File: config.mk
export PLATFORM = sky130hd
export DESIGN_NAME = payload_signature_scanner
export DESIGN_NICKNAME = d
export VERILOG_FILES = /design/src/design/pss_pkg.sv /design/src/design/pss_match.sv /design/src/design/pss_score.sv /design/src/design/payload_signature_scanner.sv
export SDC_FILE = /design/constraint.sdc
export NUM_CORES = 1
export LEC_CHECK = 0
export BUFFER_PORTS_ARGS = -buffer_cell sky130_fd_sc_hd__buf_2
export CAP_MARGIN = 20
export CORE_ASPECT_RATIO = 1.75
export CORE_UTILIZATION = 50
export DETAILED_ROUTE_END_ITERATION = 16
export PLACE_DENSITY_LB_ADDON = 0.1
export RECOVER_POWER = 25
export SYNTH_ARGS = -nofsm -noshare
export SYNTH_HDL_FRONTEND = slang
export SYNTH_SLANG_ARGS = --single-unit
export TNS_END_PERCENT = 5
File: constraint.sdc
create_clock -name i_clk -period 12.2 [get_ports i_clk]
set_clock_uncertainty 0.1 [all_clocks]
set_input_delay 2.44 -clock i_clk [delete_from_list [all_inputs] [get_ports i_clk]]
set_output_delay 2.44 -clock i_clk [all_outputs]
set_load 0.02 [all_outputs]
File: src/design/pss_pkg.sv
// Shared types, constants and signature strings for the payload signature scanner.
package pss_pkg;

    localparam int unsigned MAX_PACKET_BYTES_DEF = 65535;

    localparam int unsigned HIST_DEPTH = 11;
    localparam int unsigned WIN_BITS   = (HIST_DEPTH + 1) * 8;

    localparam int unsigned CFG_IDX_W = 2;
    localparam logic [CFG_IDX_W-1:0] CFG_PORT_A = 2'd0;
    localparam logic [CFG_IDX_W-1:0] CFG_PORT_B = 2'd1;
    localparam logic [CFG_IDX_W-1:0] CFG_PORT_C = 2'd2;

    localparam logic [15:0] PORT_A_RST = 16'd4444;
    localparam logic [15:0] PORT_B_RST = 16'd31337;
    localparam logic [15:0] PORT_C_RST = 16'd1337;

    localparam logic [7:0] HIGH_LIMIT = 8'd127;
    localparam logic [6:0] SCORE_CAP  = 7'd100;

    // Signatures, first character in the top byte
    localparam logic [23:0] PAT_SLED = 24'h909090;
    localparam logic [87:0] PAT_SQL0 = "' OR '1'='1";
    localparam logic [95:0] PAT_SQL1 = "UNION SELECT";
    localparam logic [79:0] PAT_SQL2 = "DROP TABLE";
    localparam logic [63:0] PAT_JS0  = "<script>";
    localparam logic [87:0] PAT_JS1  = "javascript:";

    typedef struct packed {
        logic [7:0]  data_byte;
        logic        has_byte;
        logic        last_byte;
        logic [15:0] dst_port;
        logic        files_changed;
    } t_in_item;

    typedef struct packed {
        logic       injection_seen;
        logic       net_flag;
        logic       suspicious_calls;
        logic [2:0] tag_count;
        logic [6:0] risk_score;
    } t_out_item;

    typedef struct packed {
        logic sled;
        logic sql;
        logic script;
    } t_match_flags;

    typedef struct packed {
        t_match_flags flags;
        logic         encoded;
        logic         net;
        logic         files;
    } t_score_in;

endpackage

File: src/design/pss_match.sv
// Tail matcher: checks the newest bytes of the window against each signature.
module pss_match
    import pss_pkg::*;
(
    input  logic [WIN_BITS-1:0] i_window,
    output t_match_flags        o_flags
);

    // Current byte sits in the low byte; unfilled history is zero and matches nothing.
    always_comb begin
        o_flags.sled   = (i_window[23:0] == PAT_SLED);
        o_flags.sql    = (i_window[87:0] == PAT_SQL0) ||
                         (i_window[95:0] == PAT_SQL1) ||
                         (i_window[79:0] == PAT_SQL2);
        o_flags.script = (i_window[63:0] == PAT_JS0) ||
                         (i_window[87:0] == PAT_JS1);
    end

endmodule

File: src/design/pss_score.sv
// Result builder: tag count and weighted threat score from the packet flags.
module pss_score
    import pss_pkg::*;
(
    input  t_score_in i_score,
    output t_out_item o_item
);

    logic       susp;
    logic [2:0] tags;
    logic [4:0] bonus;
    logic [6:0] score;

    always_comb begin
        susp  = i_score.encoded || i_score.flags.sql || i_score.flags.script;
        tags  = (i_score.flags.sled ? 3'd2 : 3'd0) + {2'b00, i_score.encoded}
              + {2'b00, i_score.flags.sql} + {2'b00, i_score.flags.script};
        bonus = {1'b0, tags, 1'b0};
        if (bonus > 5'd20) begin
            bonus = 5'd20;
        end
        score = (i_score.flags.sled ? 7'd40 : 7'd0) + (i_score.net ? 7'd20 : 7'd0)
              + (i_score.files ? 7'd15 : 7'd0) + (susp ? 7'd10 : 7'd0)
              + {2'b00, bonus};
        if (score > SCORE_CAP) begin
            score = SCORE_CAP;
        end
        o_item.injection_seen   = i_score.flags.sled;
        o_item.net_flag         = i_score.net;
        o_item.suspicious_calls = susp;
        o_item.tag_count        = tags;
        o_item.risk_score       = score;
    end

endmodule

File: src/design/payload_signature_scanner.sv
// Top level of the payload signature scanner.
//
//  channel | direction | handshake               | payload
//  --------+-----------+-------------------------+-------------------------
//  in      | input     | i_in_valid / o_in_stall | i_in_item  (t_in_item)
//  out     | output    | o_out_valid / i_out_stall | o_out_item (t_out_item)
//  cfg     | input     | i_cfg_we                | i_cfg_idx, i_cfg_wdata
//
// One item per cycle unless the input stalls: input register, then matcher,
// counters and score into the result register; a last item's result is
// written there as that item leaves the input register.
// Packet state (history, counters, match flags) updates as items advance.
// Reset (synchronous, active low) empties both registers and the packet state.
// The input side stalls only while a last item waits behind a stalled result.
module payload_signature_scanner
    import pss_pkg::*;
#(
    parameter int unsigned MAX_PACKET_BYTES = MAX_PACKET_BYTES_DEF
)(
    input  logic                 i_clk,
    input  logic                 i_rst_n,
    input  logic                 i_in_valid,
    output logic                 o_in_stall,
    input  t_in_item             i_in_item,
    output logic                 o_out_valid,
    input  logic                 i_out_stall,
    output t_out_item            o_out_item,
    input  logic                 i_cfg_we,
    input  logic [CFG_IDX_W-1:0] i_cfg_idx,
    input  logic [15:0]          i_cfg_wdata
);

    localparam int unsigned CNT_W = $clog2(MAX_PACKET_BYTES + 1);
    localparam logic [CNT_W-1:0] CNT_MAX = CNT_W'(MAX_PACKET_BYTES);

    logic [15:0] r_port_a, r_port_b, r_port_c;

    logic     r_in_valid;
    t_in_item r_in;

    logic [WIN_BITS-9:0] r_hist, n_hist;
    logic [CNT_W-1:0]    r_bytes, n_bytes;
    logic [CNT_W-1:0]    r_pairs, n_pairs;
    t_match_flags        r_flags, n_flags;

    logic      r_out_valid;
    t_out_item r_out;

    logic            advance;
    logic [WIN_BITS-1:0] window;
    t_match_flags    hit;
    t_score_in       score_in;
    t_out_item       result;

    assign advance    = r_in_valid && (!r_in.last_byte || !r_out_valid || !i_out_stall);
    assign o_in_stall = r_in_valid && !advance;
    assign window     = {r_hist, r_in.data_byte};

    pss_match u_match (
        .i_window (window),
        .o_flags  (hit)
    );

    always_comb begin
        n_hist  = r_hist;
        n_bytes = r_bytes;
        n_pairs = r_pairs;
        n_flags = r_flags;
        if (r_in.has_byte) begin
            n_hist = window[WIN_BITS-9:0];
            if (r_bytes != CNT_MAX) begin
                n_bytes = r_bytes + 1'b1;
            end
            // empty history reads zero, so the first byte never pairs
            if (r_hist[7:0] > HIGH_LIMIT && r_in.data_byte > HIGH_LIMIT &&
                r_pairs != CNT_MAX) begin
                n_pairs = r_pairs + 1'b1;
            end
            n_flags = r_flags | hit;
        end
    end

    always_comb begin
        score_in.flags   = n_flags;
        score_in.encoded = n_pairs > (n_bytes >> 2);
        score_in.net     = (r_in.dst_port == r_port_a) || (r_in.dst_port == r_port_b) ||
                           (r_in.dst_port == r_port_c);
        score_in.files   = r_in.files_changed;
    end

    pss_score u_score (
        .i_score (score_in),
        .o_item  (result)
    );

    always_ff @(posedge i_clk) begin
        if (!i_rst_n) begin
            r_port_a <= PORT_A_RST;
            r_port_b <= PORT_B_RST;
            r_port_c <= PORT_C_RST;
        end else if (i_cfg_we) begin
            case (i_cfg_idx)
                CFG_PORT_A: r_port_a <= i_cfg_wdata;
                CFG_PORT_B: r_port_b <= i_cfg_wdata;
                CFG_PORT_C: r_port_c <= i_cfg_wdata;
                default: ;
            endcase
        end
    end

    always_ff @(posedge i_clk) begin
        if (!i_rst_n) begin
            r_in_valid <= 1'b0;
        end else if (i_in_valid && !o_in_stall) begin
            r_in_valid <= 1'b1;
        end else if (advance) begin
            r_in_valid <= 1'b0;
        end
    end

    always_ff @(posedge i_clk) begin
        if (i_in_valid && !o_in_stall) begin
            r_in <= i_in_item;
        end
    end

    always_ff @(posedge i_clk) begin
        if (!i_rst_n) begin
            r_hist  <= '0;
            r_bytes <= '0;
            r_pairs <= '0;
            r_flags <= '0;
        end else if (advance) begin
            if (r_in.last_byte) begin
                r_hist  <= '0;
                r_bytes <= '0;
                r_pairs <= '0;
                r_flags <= '0;
            end else begin
                r_hist  <= n_hist;
                r_bytes <= n_bytes;
                r_pairs <= n_pairs;
                r_flags <= n_flags;
            end
        end
    end

    always_ff @(posedge i_clk) begin
        if (!i_rst_n) begin
            r_out_valid <= 1'b0;
        end else if (advance && r_in.last_byte) begin
            r_out_valid <= 1'b1;
        end else if (!i_out_stall) begin
            r_out_valid <= 1'b0;
        end
    end

    always_ff @(posedge i_clk) begin
        if (advance && r_in.last_byte) begin
            r_out <= result;
        end
    end

    assign o_out_valid = r_out_valid;
    assign o_out_item  = r_out;

endmodule

* After elaboration in Yosys (flattened, before gate mapping)
Cells that the tools add are included.
W data, S select, Z words.
** Storage, ports and cells
- Bits in registers :: 213
- Input bits :: 50
- Output and inout port bits :: 15
- Word-level logic and storage cells :: 100
** Operators by class
- $add $sub $neg :: 9
- Magnitude comparators :: 5
- Eq/ne operators :: 14
- Multiplexer cells :: 20
- Bitwise operators :: 1
- Reduce and logical (&&, ||, !) cells :: 29
** Operators by type and width (number)
- $mux W88 :: 2
- $eq A96 B95 Y1 const B :: 1
- $mux W16 :: 6
- $eq A88 B86 Y1 const B :: 1
- $eq A88 B87 Y1 const B :: 1
- $eq A80 B79 Y1 const B :: 1
- $eq A64 B62 Y1 const B :: 1
- $eq A16 B16 Y1 :: 3
- $add A16 B1 Y16 const B :: 2
- $ne A16 B16 Y1 const B :: 2
- $eq A24 B24 Y1 const B :: 1
- $add A7 B7 Y7 :: 3
- $gt A16 B14 Y1 :: 1
- $gt A8 B7 Y1 const B :: 2
- $mux W5 :: 2
- $add A3 B1 Y3 :: 3
- $logic_or A1 B1 Y1 :: 9
- $mux W4 :: 2
- $reduce_and A2 Y1 :: 4
- $add A7 B5 Y7 :: 1
- $gt A7 B7 Y1 const B :: 1
- $logic_and A1 B1 Y1 :: 6
- $mux W3 :: 2
- $mux W6 :: 1
- other kinds (11) :: 20

* Longest topological paths before layout
- Word-level depth :: 13
- Depth in mapped cells :: 24
- Mapped depth without buffers :: 23

* By module
From an unflattened synthesis, not the netlist that was laid out.
** Second synthesis, totals
- Cells, all modules :: 1087
- Area, all modules :: 9957.0 um^2
** By module, submodules not included
- payload_signature_scanner :: instances 1, cells an instance 951, area each 8904.8 um^2, seq. area each 4664.5 um^2
- pss_match :: instances 1, cells an instance 97, area each 691.9 um^2, seq. area each 0.0 um^2
- pss_score :: instances 1, cells an instance 39, area each 360.3 um^2, seq. area each 0.0 um^2

* Worst setup path after synthesis
OpenSTA, ideal clock, no wires.
- Path type :: flip-flop to flip-flop
- Start point :: reg r_pairs[0]
- End point :: reg r_out, in the netlist o_out_item[0], data pin
- Library setup time :: 0.255 ns
- Data arrival time :: 5.488 ns
- Required time :: 11.845 ns
- Setup slack :: 6.357 ns
- Stages on the path, launching flop included :: 23
- Buffers on the path :: 0
- Period minus slack after synthesis :: 5.843 ns
- Cell sequence :: dfxtp_1 ha_1 nand4_4 or4_4 a21oi_2 xor2_1 ha_1 nand4_1 or4_1 o21ai_0 a31oi_1 a221oi_4 fa_1 inv_1 ha_1 fa_1 fa_1 ha_1 inv_1 fa_1 xnor2_1 nand3_1 and2_1
** RTL lines
- start: declaration :: RTL line payload_signature_scanner.sv:43 : logic [CNT_W-1:0] r_pairs, n_pairs;
- start signal: assignment :: RTL line payload_signature_scanner.sv:142 : r_pairs <= n_pairs;
- end signal: assignment :: RTL line payload_signature_scanner.sv:160 : r_out <= result;
- end: declaration :: RTL line payload_signature_scanner.sv:47 : t_out_item r_out;

* Worst setup path after layout
- Start point :: in i_rst_n
- End point :: reg r_bytes[0]
** RTL lines
- start: declaration :: RTL line payload_signature_scanner.sv:21 : input logic i_rst_n,
- end signal: assignment :: RTL line payload_signature_scanner.sv:141 : r_bytes <= n_bytes;
- end: declaration :: RTL line payload_signature_scanner.sv:42 : logic [CNT_W-1:0] r_bytes, n_bytes;
No word-level cell between the ends.

==> qor.txt <==
Port Buffers = 64
CTS Buf Count = 21
layout cell share with drive strength beyond 1 = 0.110
postcts setup bufs = 0
met3 Track Usage GR = 0.0323
DRT antenna net count = 0
crit start category = input port
part of the cycle the worst path needs = 0.632
clock buffer depth = 3
CP Class = input port to register
Die W = 108 um
Vias = 8144
met1 usage in global routing = 0.297
main flop type after synthesis = dfxtp_1
CP max stage cell = clkinvlp_2
maximum vdd drop = 0.000140 V
Root Buffer = clkbuf_16
GRT met2 Usage = 0.448
library cells used by synthesis = 70
clock sinks = 213
Achievable Freq = 0.130 GHz
Hold WC Path Type = register to register
vias in the first global route = 8009
LEAKAGE = 4.04 nW
drt drc = 0
Congestion Overflow GR = 0
Hold-fix buffers, CTS = 0
Post-synth EDFFs = 40
Slew HR = -0.782
drt pass-1 iters = 7
clk_lat worst skew = 0.51 ns
Synth top area share = 0.350
global routing's busiest layer = met2
most frequent cells in the layout = 173 x dfxtp_1, 142 x nand2_1, 121 x nor2_1
core area = 0.0193 mm2
R2R setup slack = 5.74 ns
Finished Core Util = 0.570
Slew Viols, Final = 110
Placed Cells = 1334
via/cell ratio = 5.94
Setup TNS Final = 0 ns
kind of end point of the critical path = register
fin crit period = 7.71 ns
placed standard-cell area = 0.0104 mm2
Routability Congestion = 0.901
#FFs+latches synth = 213
die area = 0.0204 mm2
asr flop ratio synth = 0
top area cells in the synthesized netlist = dfxtp_1 35%, edfxtp_1 12%, a22oi_1 6.8%
Tot GR Track Use = 0.251
Final Hold Fails = 0
Hold WS = 0.366 ns
Worst Tran Pin Value = 2.66 ns
Inserted Diodes = 0
Mapped Area = 0.00988 mm2
crit-path cells = clkbuf_1, clkinvlp_2, buf_4, o41ai_1
DP HPWL = 17000 um
Seq/Total Area, Yosys = 0.472
drt total wl = 25100 um
fin nets = 1194
Design Area, Final = 0.0110 mm2
Initial Util = 0.513
non-filler cells, final = 1372
Critical Path RT = 12.50 ns
CP peak stage delay = 2.80 ns
failing checks = max-capacitance violations, max-slew violations
Pwr Density = 132 mW/mm2
largest area contributor in the netlist = dfxtp_1
FP Rows = 67
WL per Instance = 18.3 um
CP arrival = 8.01 ns
CTS H-tree lvls = 1
pin count of the biggest net entering global routing = 89
syn nets = 1160
Max FO, Critical Path = 78
YS warnings = 0
commonest non-fill, non-tap cell in the layout = dfxtp_1
Synth-to-Final Area Change = 11.2%
I/O pin count = 65
DR iter-0 viols = 575
post-CTS sizing = 0
Max-cap violations = 2
first-pass GRT wire length = 40400 um
Mean Syn Cell Area = 9.14 um2
die height = 188 um
initial antenna violation count = 0
clock slew at reported path FFs = 0.06 ns
CTS tree = yes
Setup-failing EPs final = 0
status = finished, violations left
Mapped Cells = 1082
RSZ-0062 raised after global routing = no
[worst paths after layout]
kind,end,startpoint,cells past startpoint
min reg2reg,r_port_a[1],r_port_a[1],2
max reg2reg,o_out_item[1],r_pairs[0],22
max,r_bytes[0],i_rst_n,4
min,r_port_a[1],r_port_a[1],2
[synthesized netlist by cell type, types with 10 or more instances]
cell type and instances:
a21oi_1 60, xnor2_1 16, a31oi_1 12, a22oi_1 90
dfxtp_1 173, ha_1 22, nor2_1 121, clkbuf_1 52
edfxtp_1 40, xor2_1 55, nor4bb_1 11, or3_1 10
nand3_1 43, nor4_1 31, nand4_1 22, inv_1 11
nor3_1 18, buf_2 10, nand2_1 142, o21ai_0 28
[kinds of logic (layout without fill, tap and decap cells)]
logic type / Yosys count / count (layout) / share of synthesized area
xor+xnor: 71 / 71 / 0.0629
mux: 1 / 1 / 0.00114
simple gates: 470 / 470 / 0.244
buf+inv: 75 / 124 / 0.0301
compound gates: 224 / 224 / 0.150
fa+ha+maj: 28 / 28 / 0.0400
flops: 213 / 213 / 0.472
[power breakdown]
part           internal [W]  switching (W)  leakage, nW
Clock              0.000351       0.000275        0.329
Sequential         0.000732      0.0000131         1.79
Combinational     0.0000252      0.0000532         1.92
Total               0.00111       0.000341         4.04
[state kept, by name, indices dropped and copies added (netlist names)]
register     cells
r_in            27
r_in_valid       1
r_port_b        16
o_out_item      13
r_flags          3
r_port_a        16
o_out_valid      1
r_port_c        16
r_hist          88
r_pairs         16
r_bytes         16
[layout make-up]
type | instances | area [um2]
fill | 1771 | 8290
multi-input combinational | 794 | 4950
sequential | 213 | 4660
clock buffer | 25 | 561
timing repair buffer | 74 | 378
tap | 241 | 302
clock inverter | 13 | 97.6
inverter | 12 | 46.3
[worst max-delay path, delay by kind of cell]
kind / cells / cell delay [ns]
buffers and inverters: 3 / 5.07
AO/OA/AOI/OAI: 1 / 0.43
[per-layer routing]
metal | up-vias | wire [um]
met5 | - | 0
met4 | 0 | 1000
met3 | 71 | 941
met2 | 179 | 12900
met1 | 3903 | 10200
li1 | 3991 | -
[per-stage QoR]
step / total power, W / setup slack, ns
floorplan: 0.000808 / 6.36
global placement: 0.000839 / 5.90
detailed placement: 0.000840 / 5.75
CTS: 0.00146 / 5.69
global route: 0.00150 / 4.03
finish: 0.00145 / 4.49
Power figures use the tool's default switching activity.
